**src/hw/rtl/sdcs_pkg.sv**
```systemverilog
// Package for the stick deadzone and cubic steering conditioner.
// Holds payload structs, the register index codes and the cell data type.
// No dependencies.
package sdcs_pkg;

    localparam int QBITS = 15;

    typedef enum logic [1:0] {
        REG_LINEAR_MODE    = 2'd0,
        REG_SINGLE_STICK   = 2'd1,
        REG_LEFT_DEADZONE  = 2'd2,
        REG_RIGHT_DEADZONE = 2'd3
    } reg_index_t;

    typedef struct packed {
        logic signed [15:0] left_stick_x;
        logic signed [15:0] right_stick_x;
        logic [7:0]         left_trigger;
        logic [7:0]         right_trigger;
    } in_beat_t;

    typedef struct packed {
        logic signed [15:0] wheel;
        logic [15:0]        accel;
        logic [15:0]        brake;
    } out_beat_t;

    // Divider cell data for one stick: partial remainder, divisor, quotient.
    typedef struct packed {
        logic [63:0]      rem;
        logic [45:0]      den;
        logic [QBITS-1:0] quo;
        logic             neg;
        logic             force_full;
        logic             zero;
        logic signed [16:0] lin;
    } stick_t;

    // Sideband carried beside the two sticks through the chain.
    typedef struct packed {
        logic       linear_mode;
        logic       single_stick;
        logic [7:0] left_trigger;
        logic [7:0] right_trigger;
    } side_t;

endpackage

```
**src/hw/rtl/sdcs_cube.sv**
```systemverilog
// Front stage: magnitude, deadzone and the cube products n^3 and d^3.
// Registered steps: operands, squares and cubes; depends on sdcs_pkg.
module sdcs_cube (
    input  logic                clk,
    input  logic                en,
    input  logic signed [15:0]  sample,
    input  logic [14:0]         deadzone,
    output sdcs_pkg::stick_t    result
);
    import sdcs_pkg::*;

    logic [15:0] mag;
    logic [16:0] n_wide;
    logic [15:0] d_s0;
    logic        neg_s0;
    logic        below_s0;
    logic signed [16:0] lin_s0;
    logic signed [16:0] sx;
    logic signed [16:0] dzs;
    stick_t      st_s0;

    logic [15:0] n1_reg, d1_reg;
    logic [31:0] n2_reg, d2_reg;
    logic [15:0] n2b_reg, d2b_reg;
    stick_t      st1_reg, st2_reg, st3_reg;
    logic [47:0] n3_reg, d3_reg;

    always_comb
    begin
        sx     = 17'(sample);
        dzs    = signed'({2'b00, deadzone});
        mag    = sample[15] ? 16'(-sx) : 16'(sample);
        neg_s0 = sample[15];
        n_wide = {1'b0, mag} - {2'b00, deadzone};
        d_s0   = 16'(15'h7fff - deadzone);
        below_s0 = n_wide[16] || (n_wide == 17'd0);
        if (sx < -dzs)
            lin_s0 = sx + dzs;
        else if (sx > dzs)
            lin_s0 = sx - dzs;
        else
            lin_s0 = '0;
        st_s0      = '0;
        st_s0.neg  = neg_s0;
        st_s0.zero = below_s0;
        st_s0.lin  = lin_s0;
        st_s0.force_full = ~below_s0 &&
            ((deadzone == 15'h7fff) || (n_wide[15:0] > d_s0));
    end

    // Stage 1: operands; stage 2: squares; stage 3: cubes.
    always_ff @(posedge clk)
    begin
        if (en)
        begin
            n1_reg  <= n_wide[15:0];
            d1_reg  <= d_s0;
            st1_reg <= st_s0;

            n2_reg  <= n1_reg * n1_reg;
            d2_reg  <= d1_reg * d1_reg;
            n2b_reg <= n1_reg;
            d2b_reg <= d1_reg;
            st2_reg <= st1_reg;

            n3_reg  <= n2_reg * n2b_reg;
            d3_reg  <= d2_reg * d2b_reg;
            st3_reg <= st2_reg;
        end
    end

    // Numerator 32767*n^3 = (n^3 << 15) - n^3, no multiplier needed.
    always_comb
    begin
        result     = st3_reg;
        result.rem = ({16'd0, n3_reg} << QBITS) - {16'd0, n3_reg};
        result.den = d3_reg[45:0];
        result.quo = '0;
    end

endmodule

```
**config.mk**
```make
export PLATFORM = sky130hd
export DESIGN_NAME = sdcs_cube
export DESIGN_NICKNAME = d
export VERILOG_FILES = /design/src/hw/rtl/sdcs_pkg.sv /design/src/hw/rtl/sdcs_cube.sv
export SDC_FILE = /design/constraint.sdc
export NUM_CORES = 2
export LEC_CHECK = 0
export BUFFER_PORTS_ARGS = -buffer_cell sky130_fd_sc_hd__clkbuf_2
export CAP_MARGIN = 0
export CORE_ASPECT_RATIO = 0.8
export CORE_MARGIN = 1
export CORE_UTILIZATION = 60
export CTS_BUF_LIST = sky130_fd_sc_hd__clkbuf_16
export CTS_CLUSTER_DIAMETER = 30
export DETAILED_ROUTE_END_ITERATION = 12
export HOLD_SLACK_MARGIN = 0.1
export PLACE_DENSITY = 0.8
export SETUP_SLACK_MARGIN = 0.3
export SLEW_MARGIN = 10
export SYNTH_ARGS = -nofsm -noshare
export SYNTH_HDL_FRONTEND = slang
export SYNTH_SLANG_ARGS = --single-unit
```
**constraint.sdc**
```tcl
create_clock -name clk -period 5.9 [get_ports clk]
set_input_delay 0.295 -clock clk [delete_from_list [all_inputs] [get_ports clk]]
set_output_delay 0.295 -clock clk [all_outputs]
set_load 0.01 [all_outputs]
```
==> flow_metrics.tcl <==
set metrics [dict create \
    slowest_delay_ns 0.61 \
    core_area_um2 97000 \
    clock-sinks 276 \
    yosys.area.top_type "fa_1" \
    r2r-start "d2b_reg[11]" \
    clk_latency_ns 0.66 \
    setup_slack_ns -0.816 \
    clock_skew_ns 0.0297 \
    fin_crit_ns 6.72 \
    seqCellArea_um2 8290 \
    crit_fanout 13 \
    final_util_pct 74.9 \
    cp_common_cell "fa_1" \
    synthArstFlopShare_pct 0 \
    cp.required_ns 6.31 \
    syn_area_per_cell_um2 9.43 \
    area_growth_pct 23.5 \
    critPathSlowestCell "fa_2" \
    synthMuxAreaShare_pct 0.0745 \
    boundaryPins 178 \
    fin_nets 8819 \
    numPortBuffers 162 \
    setup.worst_path.class "reg2reg" \
    drive_gt1_share_pct 23.4 \
    layout_commonest_cell "inv_1" \
    multi_input_area_um2 46900 \
    grt_usage_pct 33.2 \
    drtPass1Iterations 7 \
    cts_buffer_depth 3 \
    grt_pass1_wl_um 261000 \
    timing.final.crit_share_pct 114 \
    status "finished with violations" \
    hold_ws_ns 0.175 \
    hold_depth 1 \
    synth_cell_types 82 \
    die_area_um2 99300 \
    ys.flop_type "edfxtp_1" \
    path_clk_slew_ns 0.05 \
    cap_violations 0 \
    synthSimpleGateAreaFrac_pct 14.2 \
    grt_pass1_vias 49800 \
    synth-seq-area-share_pct 14.1 \
    grt_max_degree 134 \
    violations "negative setup slack" \
    min_from "en" \
    setup_viol 84 \
    fmax_mhz 149 \
    hold_viol 0 \
    final_antenna_net_count 0 \
    path_cells "buf_4 -> nand2_1 -> fa_1 -> inv_1 -> fa_1 -> fa_2 -> fa_1 -> fa_1 -> inv_1 -> fa_1 -> inv_1 -> ha_4 -> buf_4 -> and4_1 -> nand3_1 -> nor2_1 -> a211o_1 -> a31o_1 -> a31o_4 -> a221oi_4 -> nor2b_2 -> o41ai_2 -> xnor2_1" \
    largest_reg_flops 48 \
    synth_cells 6235 \
    reg2reg_depth 23 \
    drt_iter0_markers 4619 \
    routedWlPerCell_um 20.7 \
    start_util_pct 60.6 \
    synthAdderAreaFrac_pct 49.8 \
    vias 48000 \
    ys_seq_elements 276 \
    synth_top_area_share_pct 37.5 \
    gp_congestion 0.992 \
    die_x_um 352 \
    synth_area_um2 58800 \
    drv_slew 0 \
    synth-xor-area-share_pct 3.65 \
    numCtsBuffers 60 \
    worstMarginPinSlew_ns 1.09 \
    ys_top_cells_by_area "fa_1 (38%), edfxtp_1 (14%), ha_1 (12%)" \
    num_rows 102 \
    tritoncts "done" \
    synthesis.yosys.warnings 0 \
    cts_htree_levels 2 \
    drc 0 \
    max_slew_margin_pct 27.2 \
    fin_cells 8457 \
    synth_edf_count 276 \
    viasPerCell 5.68 \
    worstPathArrival_ns 7.12 \
    hpwl_um 129000 \
    crit_start "d2b_reg[11]" \
    end_kind "register" \
    hold_class "in2reg" \
    synth_compound_area_share_pct 7.39 \
    grt_overflow 0 \
    rsz0062_at_grt "true" \
    final_cell_mix "inv_1 (1,344), fa_1 (1,020), nand2_1 (744)" \
    dieHeight_um 282 \
    wl_um 175000 \
    synth_top_family_by_area "adder cells" \
    post-place-cells 8140 \
    startpoint_type "register" \
    antenna_found_initial 2 \
    fillers 6000 \
    root_buffer "clkbuf_16" \
]
## layout make-up
type                    instances  area share [%]
diodes                          1         0.00344
clock buffers                  61            2.10
clock inverters                53           0.868
inverters                    1427            7.40
multi-input cells            4323            64.6
flip-flops and latches        276            11.4
well taps                    1300            2.24
repair buffers               1016            11.4
## through the flow
stage	worst slack (ns)	setup TNS (ns)	instance area, um2
after detailed placement	-0.839	-17.74	66500
after CTS	-0.630	-14.63	70900
after floorplan	-0.383	-1.58	60000
final	-0.816	-29.92	72700
after global routing	-0.985	-43.10	72700
after global placement	-0.672	-11.82	66500
## worst max-delay path, delay by kind of cell (launching register included)
| family | cells | cell delay (ns) |
|---|---|---|
| adders and majority gates | 7 | 3.31 |
| AOI/OAI and AO/OA | 5 | 1.31 |
| and+or+nand+nor | 5 | 0.64 |
| buffers and inverters | 5 | 0.62 |
| DFF | 1 | 0.46 |
| xor gates and xnor gates | 1 | 0.11 |
## Yosys cell counts (all sizes together) (5+ instances only)
master,instances
inv,1427
fa,1102
nand2,772
ha,580
and2,500
edfxtp,276
clkbuf,214
a21oi,192
xnor2,182
nor2,163
a21o,140
o21ai,99
xor2,63
nand3,46
nor3,38
nand2b,35
nor2b,35
nand4,34
o21bai,34
a31oi,28
o21a,27
buf,24
and3,21
a211oi,18
a221oi,15
nor4,15
or3,12
or2,11
and4,10
o31ai,10
or4,9
a31o,6
o22a,6
o41ai,6
a21boi,5
a22o,5
a41o,5
o2111ai,5
o211ai,5
o221ai,5
o31a,5
## kinds of logic after synthesis
group / count (synthesis)
xor+xnor: 245
buf+inv: 1665
compound gates: 652
simple gates: 1709
flops: 276
other cells: 2
fa+ha+maj: 1682
mux: 4
## per-layer routing
metal | global-route usage [%] | up-vias | part of all wire, %
met5 | 0 | - | 0
met4 | 8.08 | 0 | 3.3
met3 | 9.89 | 503 | 12
met2 | 51.8 | 2775 | 45
met1 | 45.7 | 23900 | 39
li1 | - | 20900 | -
## worst paths after layout
kind / slack (ns) / end
setup / recovery: -0.82 / d3_reg[42]
hold / removal: 0.18 / n2_reg[29]
setup reg to reg: -0.82 / d3_reg[42]
hold reg to reg: 0.41 / st2_reg[19]
## timing repair
| item | 4_1_cts | 5_1_grt |
|---|---|---|
| gates resized for setup | 285 | 282 |
| hold buffers | 0 | 0 |
| buffers inserted | 105 | 88 |
| gates cloned | 7 | 2 |
| pin swaps | 141 | 198 |
| endpoints found under the setup margin | 89 | 101 |
Power is left out: the tool's default activity adds up to more than one toggle a clock period on the data nets, which glitch-free logic cannot reach.
