[config.mk]
export PLATFORM = sky130hd
export DESIGN_NAME = sdcs_div_cell
export DESIGN_NICKNAME = d
export VERILOG_FILES = /design/src/hw/rtl/sdcs_pkg.sv /design/src/hw/rtl/sdcs_div_cell.sv
export SDC_FILE = /design/constraint.sdc
export NUM_CORES = 1
export LEC_CHECK = 0
export BUFFER_PORTS_ARGS = -buffer_cell sky130_fd_sc_hd__buf_2
export CAP_MARGIN = 20
export CELL_PAD_IN_SITES_DETAIL_PLACEMENT = 1
export CELL_PAD_IN_SITES_GLOBAL_PLACEMENT = 2
export CORE_MARGIN = 5
export CORE_UTILIZATION = 29
export DETAILED_ROUTE_END_ITERATION = 12
export PLACE_DENSITY = 0.74
export SETUP_SLACK_MARGIN = 0.1
export SYNTH_ARGS = -nofsm -noshare
export SYNTH_HDL_FRONTEND = slang
export SYNTH_SLANG_ARGS = --single-unit
[constraint.sdc]
create_clock -name clk -period 4.1 [get_ports clk]
set_clock_uncertainty 0.1 [all_clocks]
set_input_delay 0.205 -clock clk [delete_from_list [all_inputs] [get_ports clk]]
set_output_delay 0.205 -clock clk [all_outputs]
set_load 0.1 [all_outputs]
[src/hw/rtl/sdcs_pkg.sv]
// Package for the stick deadzone and cubic steering conditioner.
// Holds payload structs, the register index codes and the cell data type.
// No dependencies.
package sdcs_pkg;

    localparam int QBITS = 15;

    typedef enum logic [1:0] {
        REG_LINEAR_MODE    = 2'd0,
        REG_SINGLE_STICK   = 2'd1,
        REG_LEFT_DEADZONE  = 2'd2,
        REG_RIGHT_DEADZONE = 2'd3
    } reg_index_t;

    typedef struct packed {
        logic signed [15:0] left_stick_x;
        logic signed [15:0] right_stick_x;
        logic [7:0]         left_trigger;
        logic [7:0]         right_trigger;
    } in_beat_t;

    typedef struct packed {
        logic signed [15:0] wheel;
        logic [15:0]        accel;
        logic [15:0]        brake;
    } out_beat_t;

    // Divider cell data for one stick: partial remainder, divisor, quotient.
    typedef struct packed {
        logic [63:0]      rem;
        logic [45:0]      den;
        logic [QBITS-1:0] quo;
        logic             neg;
        logic             force_full;
        logic             zero;
        logic signed [16:0] lin;
    } stick_t;

    // Sideband carried beside the two sticks through the chain.
    typedef struct packed {
        logic       linear_mode;
        logic       single_stick;
        logic [7:0] left_trigger;
        logic [7:0] right_trigger;
    } side_t;

endpackage

[src/hw/rtl/sdcs_div_cell.sv]
// One restoring-division cell: yields one quotient bit per cycle while enabled.
// Cells are chained; depends on sdcs_pkg.
module sdcs_div_cell (
    input  logic             clk,
    input  logic             en,
    input  logic [5:0]       bit_pos,
    input  sdcs_pkg::stick_t din,
    output sdcs_pkg::stick_t dout
);
    import sdcs_pkg::*;

    stick_t      cell_reg;
    stick_t      cell_next;
    logic [63:0] trial;

    always_comb
    begin
        cell_next = din;
        trial     = {18'd0, din.den} << bit_pos;
        if (din.rem >= trial)
        begin
            cell_next.rem = din.rem - trial;
            cell_next.quo = din.quo | (QBITS'(1) << bit_pos);
        end
    end

    always_ff @(posedge clk)
    begin
        if (en)
            cell_reg <= cell_next;
    end

    assign dout = cell_reg;

endmodule
==> results.md, run 1 <==
### STA
• -9.49 ps — Post-Route Setup TNS
• -9.49 ps — Worst Setup Slack, final
• 0 — final hold violation count
• 0.243 GHz — achievable clock frequency
• 1 — Final setup viols
• 48.5% — Worst slew margin
• 4110 ps — final period demand of the worst path
• 772 ps — slew at the pin closest to its max-slew limit
• yes — unrepaired setup endpoints after global routing
• 100% — share of the clock period used by the worst path after layout
• 0 — max-slew violation count

### Critical path
• 4250 ps — Critical Path AT
• in -> reg — Setup CP Type
• primary input — kind of start point of the critical path
• 320 ps — Largest stage delay, worst path
• flip-flop — kind of end point of the critical path
• 5 — maximum fanout along the worst path
• buf_12 -> bufbuf_16 -> mux2i_1 -> a21oi_1 -> buf_4 -> buf_12 -> mux2i_4 -> buf_4 -> buf_4 -> nand2b_1 -> ha_4 -> a21oi_1 -> nand2_1 -> o21ai_1 -> a21oi_2 -> a41oi_4 -> buf_12 -> o211ai_4 -> a41oi_4 -> o211ai_2 -> and3_4 -> o31a_1 — Cell Chain, Critical Path
• sky130_fd_sc_hd__a41oi_4 — CP max-delay cell
• 4240 ps — required time at the worst-slack endpoint

### Status
• finished with violations — result of the run
• negative setup slack — violations in the final reports

### Clock network
• 4 — CTS H-Tree Depth
• sky130_fd_sc_hd__clkbuf_16 — root buffer cell
• 80 ps — clock edge transition at the registers on the reported setup and hold paths
• 17 — Inserted Clock Buffers
• built — CTS tree
• 145 — CTS Sinks
• 2 — number of buffers on the longest clock path

### GRT
• 14,700 — number of global-route vias before repair
• 3.64% — met3 track demand over resource in global routing
• 42.4% — met2 global-route usage
• 23.9% — GRT Overall Usage
• 0 — residual overflow from global routing
• 0 — number of antenna violations at the first check in global routing
• 75 — largest net degree at the start of global routing
• 30.5% — global-route track usage on met1
• met2 — global routing's busiest layer
• 86,800 µm — global-route wire length before repair

### Floorplan
• 74 — total number of placement rows
• 0.0459 mm² — die area
• 298 — I/O pin total
• 29.5% — starting density of the core
• 214 µm — horizontal die dimension
• 214 µm — die span in y
• 0.0410 mm² — area inside the core boundary

### Synthesis
• 1,355 — Syn Inst Count
• 8.92 µm² — per-instance average area after synthesis
• 0% — async set-reset flop share out of synthesis
• 145 — count of flip-flops with a built-in enable after synthesis
• 1,573 — number of nets produced by synthesis
• 145 — number of register bits inferred by synthesis
• 36.0% — fraction of the yosys area taken by sequential cells
• 0 — Yosys warnings
• 0.0121 mm² — synthesized area
• 74 — count of distinct cell types in the synthesized netlist
• sky130_fd_sc_hd__edfxtp_1 — most common flop cell mapped by yosys

### Detailed routing
• 5 — number of iterations in the first detailed-routing pass
• 5.11 — number of vias per cell after detailed routing
• 13,900 — number of vias in the routed layout
• 0 — residual DRC count
• 929 — count of routing violations after the opening detailed-route iteration
• 58,000 µm — final WL
• 21.3 µm — detailed-route wire length per cell
• 0 — number of nets with antenna violations after detailed routing

### Cells and area
• 145 — flip-flop count of the largest register, all copies and words added
• 4,688 — Filler cells
• 74.0% — layout-stage area growth over the synthesis result
• 0.00853 mm² — multi-input logic area
• 2,397 — nets
• 0.00435 mm² — Sequential cell area
• 47.2% — fraction of final layout cells with drive strength greater than 1

### Min path
• in -> reg — path class of the lowest-slack min-delay path

### Placement
• 0.896 — placer's final routability congestion estimate
• 43,200 µm — estimated wirelength of the detail-placed design
• 297 — PortBufs
• -961 ps — setup slack at placement

### Pwr
• 9.15 nW — leakage power figure
• 0.000262 V — worst vdd rail ir drop
• 8.56 mW — overall power
• 407 mW/mm² — ratio of total power to cell area

### Flow run
• 0 — max_cap viols

==> report_power, final <==
part	switching, mW	internal [mW]
Sequential	0.0568	1.90
Combinational	3.16	1.75
Clock	0.769	0.925
Total	3.99	4.58
==> synthesized netlist by cell type, drive strengths merged, types with 17 or more instances <==
cell type | count | area [µm²]
inv | 18 | 67.6
a21oi | 102 | 518
nand4 | 25 | 156
clkbuf | 59 | 223
nand2 | 241 | 905
mux4 | 30 | 676
ha | 64 | 801
nor2 | 100 | 375
edfxtp | 145 | 4350
o21ai | 162 | 815
mux2i | 43 | 430
xnor2 | 31 | 272
nand2b | 25 | 156
xor2 | 28 | 245
nor3 | 17 | 95.1
buf | 28 | 138
a21o | 47 | 353
==> per-layer routing <==
layer	part of all wire (%)	vias to the layer above	routed length, µm
li1	-	6681	-
met1	44	6840	25400
met2	50	338	29100
met3	3.8	71	2200
met4	2.2	0	1300
met5	0	-	0
==> worst paths after layout <==
check	to	cells after the start	from	slack, ps
hold / removal	dout[131]	3	din[131]	30
setup / recovery	dout[143]	22	bit_pos[0]	-9
==> logic make-up after synthesis <==
family          synth area share (%)
flops                           36.0
xor+xnor                        4.27
compound gates                  21.9
fa+ha+maj                       6.79
simple gates                    17.4
buf+inv                         3.57
mux                             10.1
==> placed cells by master, fill, tap and decap left out, types with 32 or more instances in the layout <==
cell / synthesis / routed
sky130_fd_sc_hd__a21oi_2: 2 / 32
sky130_fd_sc_hd__buf_4: 4 / 412
sky130_fd_sc_hd__a21o_1: 47 / 47
sky130_fd_sc_hd__o21ai_0: 150 / 88
sky130_fd_sc_hd__buf_2: 14 / 295
sky130_fd_sc_hd__edfxtp_1: 145 / 145
sky130_fd_sc_hd__dlygate4sd3_1: 0 / 142
sky130_fd_sc_hd__o21ai_1: 11 / 42
sky130_fd_sc_hd__a21oi_1: 100 / 63
sky130_fd_sc_hd__nor2_1: 100 / 92
sky130_fd_sc_hd__ha_1: 64 / 41
sky130_fd_sc_hd__nand2_1: 241 / 225
==> worst max-delay path, delay by kind of cell <==
family	cells	cell delay, ps
and+or+nand+nor	3	470
AOI/OAI and AO/OA	9	1810
buffers and inverters	7	1070
adders and majority gates	1	230
muxes	2	450
==> through the flow <==
step	util, %	cells	hold slack [ps]	area [µm²]
2_1_floorplan	-	1355	204	12200
3_3_place_gp	41.6	2494	281	17100
3_5_place_dp	41.6	2494	284	17100
4_1_cts	48.5	2694	4.09	19900
5_1_grt	51.3	2724	28.9	21000
6_report	51.3	2727	26.5	21000
==> area by class of cell <==
class                           instances  share of cell area, %
Multi-Input combinational cell       1104                   40.6
Inverter                               19                  0.339
Antenna cell                            3                 0.0357
Sequential cell                       145                   20.7
Tap cell                              532                   3.16
Timing Repair Buffer                  892                   32.3
Clock inverter                         15                  0.880
Clock buffer                           17                   2.02
==> repair_timing <==
item | 4_1_cts | 5_1_grt
endpoints found under the setup margin | 79 | 79
hold endpoints to repair | 142 | 0
hold buffers | 142 | 0
resized for setup | 134 | 178
setup buffers | 23 | 28
cloned | 3 | 5
pin swaps | 37 | 61
Note: power is estimated with default switching activity, not from simulation.
==> run 2: changes to the inputs <==
- CORE_UTILIZATION: 29 -> 33
- PLACE_DENSITY: 0.74 -> 0.8
- clock period: 4.1 -> 4.7 ns (I/O delays scaled with it)
==> run 2 against run 1 <==
  * The flow now finishes without violations
  * Power decreased by 23%
  * Utilization decreased by 2.4 points
  * Critical path depth increased by 2
  * Sequential cell count unchanged
  * Via count decreased by 7.7%
  * Clock-buffer cell count unchanged
  * Non-clock buffer count decreased by 213
  * Wire length decreased by 12%
  * Die area decreased by 12%
  * Design area decreased by 16%
  * Clock power decreased by 21%
  * Largest power group unchanged
  * Highest routed layer unchanged
==> results.md, run 2 (synthesis gave the netlist of run 1 again) <==
### Status
• complete, no violations — result of the run, was finished with violations

### GRT
• 79 — largest net degree at the start of global routing, was 75
• 79,200 µm — global-route wire length before repair, was 86,800 µm
• 24.6% — GRT Overall Usage, was 23.9%
• 0 — residual overflow from global routing, unchanged
• 13,800 — number of global-route vias before repair, was 14,700
• 1 — number of antenna violations at the first check in global routing, was 0

### Cells and area
• 0.00738 mm² — multi-input logic area, was 0.00853 mm²
• 4,312 — Filler cells, was 4,688
• 46.9% — layout-stage area growth over the synthesis result, was 74.0%
• sky130_fd_sc_hd__buf_2 (295), sky130_fd_sc_hd__buf_4 (246), sky130_fd_sc_hd__nand2_1 (241) — commonest cells after routing, fill and taps aside, was sky130_fd_sc_hd__buf_4 (412), sky130_fd_sc_hd__buf_2 (295), sky130_fd_sc_hd__nand2_1 (225)
• 34.0% — fraction of final layout cells with drive strength greater than 1, was 47.2%
• 145 — flip-flop count of the largest register, all copies and words added, unchanged
• 0.00435 mm² — Sequential cell area, unchanged
• sky130_fd_sc_hd__buf_2 — most common cell after layout, fill and taps aside, was sky130_fd_sc_hd__buf_4
• 2,184 — nets, was 2,397

### Floorplan
• 201 µm — horizontal die dimension, was 214 µm
• 201 µm — die span in y, was 214 µm
• 33.3% — starting density of the core, was 29.5%
• 0.0363 mm² — area inside the core boundary, was 0.0410 mm²
• 0.0406 mm² — die area, was 0.0459 mm²
• 70 — total number of placement rows, was 74
• 298 — I/O pin total, unchanged

### Clock network
• 17 — Inserted Clock Buffers, unchanged
• 70 ps — clock edge transition at the registers on the reported setup and hold paths, was 80 ps
• 2 — number of buffers on the longest clock path, unchanged
• built — CTS tree, unchanged
• 0 — post-CTS setup buffer count, was 23
• sky130_fd_sc_hd__clkbuf_16 — root buffer cell, unchanged
• 4 — CTS H-Tree Depth, unchanged
• 145 — CTS Sinks, unchanged

### Critical path
• primary input — kind of start point of the critical path, unchanged
• flip-flop — kind of end point of the critical path, unchanged
• bit_pos[0] — worst setup path start, unchanged
• in -> reg — Setup CP Type, unchanged
• 4810 ps — required time at the worst-slack endpoint, was 4240 ps
• dout[139] — crit path capture, was dout[143]
• 4520 ps — Critical Path AT, was 4250 ps
• 25 — maximum fanout along the worst path, was 5

### Placement
• 39,900 µm — estimated wirelength of the detail-placed design, was 43,200 µm
• 0.922 — placer's final routability congestion estimate, was 0.896
• -433 ps — setup slack at placement, was -961 ps
• 297 — PortBufs, unchanged

### Detailed routing
• 5 — number of iterations in the first detailed-routing pass, unchanged
• 50,800 µm — final WL, was 58,000 µm
• 5.25 — number of vias per cell after detailed routing, was 5.11
• 0 — residual DRC count, unchanged
• 764 — count of routing violations after the opening detailed-route iteration, was 929
• 0 — number of nets with antenna violations after detailed routing, unchanged
• 12,900 — number of vias in the routed layout, was 13,900
• 20.7 µm — detailed-route wire length per cell, was 21.3 µm

### STA
• 0.226 GHz — achievable clock frequency
• 0 ps — Post-Route Setup TNS, was -9.49 ps
• 4420 ps — final period demand of the worst path
• 0 — max-slew violation count, unchanged
• 281 ps — Worst Setup Slack, final, was -9.49 ps
• 0 — Final setup viols, was 1
• 94.0% — share of the clock period used by the worst path after layout
• 0 — final hold violation count, unchanged
• 715 ps — slew at the pin closest to its max-slew limit, was 772 ps
• 52.3% — Worst slew margin, was 48.5%
• yes — unrepaired setup endpoints after global routing, unchanged

### Pwr
• 0.000284 V — worst vdd rail ir drop, was 0.000262 V
• 373 mW/mm² — ratio of total power to cell area, was 407 mW/mm²
• 6.62 mW — overall power, was 8.56 mW
• 7.81 nW — leakage power figure, was 9.15 nW

### Min path
• din[88] — Min-Delay Startpoint, was din[131]
• in -> reg — path class of the lowest-slack min-delay path, unchanged

### Flow run
• 0 — max_cap viols, unchanged

## run 2: cell types whose count changed in the layout (fill, tap and decap cells not counted), moves of 23 or more
cell	delta
sky130_fd_sc_hd__a21oi_2	-26
sky130_fd_sc_hd__o21ai_2	-26
sky130_fd_sc_hd__o21ai_0	+55
sky130_fd_sc_hd__a21oi_1	+33
sky130_fd_sc_hd__buf_4	-166
sky130_fd_sc_hd__o21ai_1	-24
sky130_fd_sc_hd__ha_1	+23
## run 2: area by class of cell
| class | count | area share [%] |
|---|---|---|
| Sequential cell | 145 | 24.5 |
| Clock buffer | 17 | 2.40 |
| Multi-Input combinational cell | 1104 | 41.5 |
| Timing Repair Buffer | 679 | 27.1 |
| Inverter | 19 | 0.402 |
| Antenna cell | 1 | 0.0141 |
| Tap cell | 468 | 3.30 |
| Clock inverter | 15 | 0.698 |
## run 2: how the worst min path moves through the flow
| stage | cells past startpoint | end | slack [ps] |
|---|---|---|---|
| detailed placement | 1 | dout[8] | 310 |
| global placement | 1 | dout[11] | 310 |
| CTS | 3 | dout[105] | 0.1 |
| floorplan | 0 | dout[0] | 230 |
| finish | 3 | dout[88] | 20 |
| global route | 3 | dout[126] | 20 |
## run 2: per-layer routing
layer	wire [µm]	track usage (%)	part of all wire (%)	vias up
met2	24900	42.7	49	317
met1	22600	31.7	44	6251
met5	0	0	0	-
met3	2430	5.01	4.8	49
li1	-	-	-	6237
met4	854	5.79	1.7	0
## run 2: worst max-delay path, stage by stage
cell and delay (ps):
sky130_fd_sc_hd__buf_4 140, sky130_fd_sc_hd__buf_12 170, sky130_fd_sc_hd__buf_12 190, sky130_fd_sc_hd__mux2_2 350, sky130_fd_sc_hd__mux2_2 280, sky130_fd_sc_hd__nand2_1 70, sky130_fd_sc_hd__nand2_1 70, sky130_fd_sc_hd__o21ai_0 280
sky130_fd_sc_hd__mux2i_1 140, sky130_fd_sc_hd__o21ai_1 220, sky130_fd_sc_hd__buf_4 150, sky130_fd_sc_hd__ha_1 270, sky130_fd_sc_hd__a21oi_1 210, sky130_fd_sc_hd__a21boi_1 120, sky130_fd_sc_hd__a311oi_2 280, sky130_fd_sc_hd__buf_4 180
sky130_fd_sc_hd__nand3_1 90, sky130_fd_sc_hd__nand3b_1 170, sky130_fd_sc_hd__o211ai_2 140, sky130_fd_sc_hd__a41oi_2 220, sky130_fd_sc_hd__buf_4 170, sky130_fd_sc_hd__o21ai_0 100, sky130_fd_sc_hd__xnor2_1 170, sky130_fd_sc_hd__o21ai_1 90
## run 2: what timing repair did
action / in CTS / in global routing
hold endpoints to repair: 126 / 0
endpoints found under the setup margin: 2 / 33
gates resized for setup: 1 / 21
hold buffers: 126 / 0
pin swaps: 0 / 2
## run 2: power by group
group / internal [mW] / total (mW) / switching (mW)
Clock: 0.689 / 1.34 / 0.654
Combinational: 1.09 / 3.58 / 2.49
Sequential: 1.65 / 1.70 / 0.0464
## run 2: stage by stage
stage,hold WS [ps],utilization (%),area [µm²],std cells
2_1_floorplan,234,-,12100,1355
3_3_place_gp,311,43.7,15900,2289
3_5_place_dp,314,43.7,15900,2289
4_1_cts,0.136,48.7,17700,2447
5_1_grt,15.2,48.9,17800,2448
6_report,17.6,48.9,17800,2448
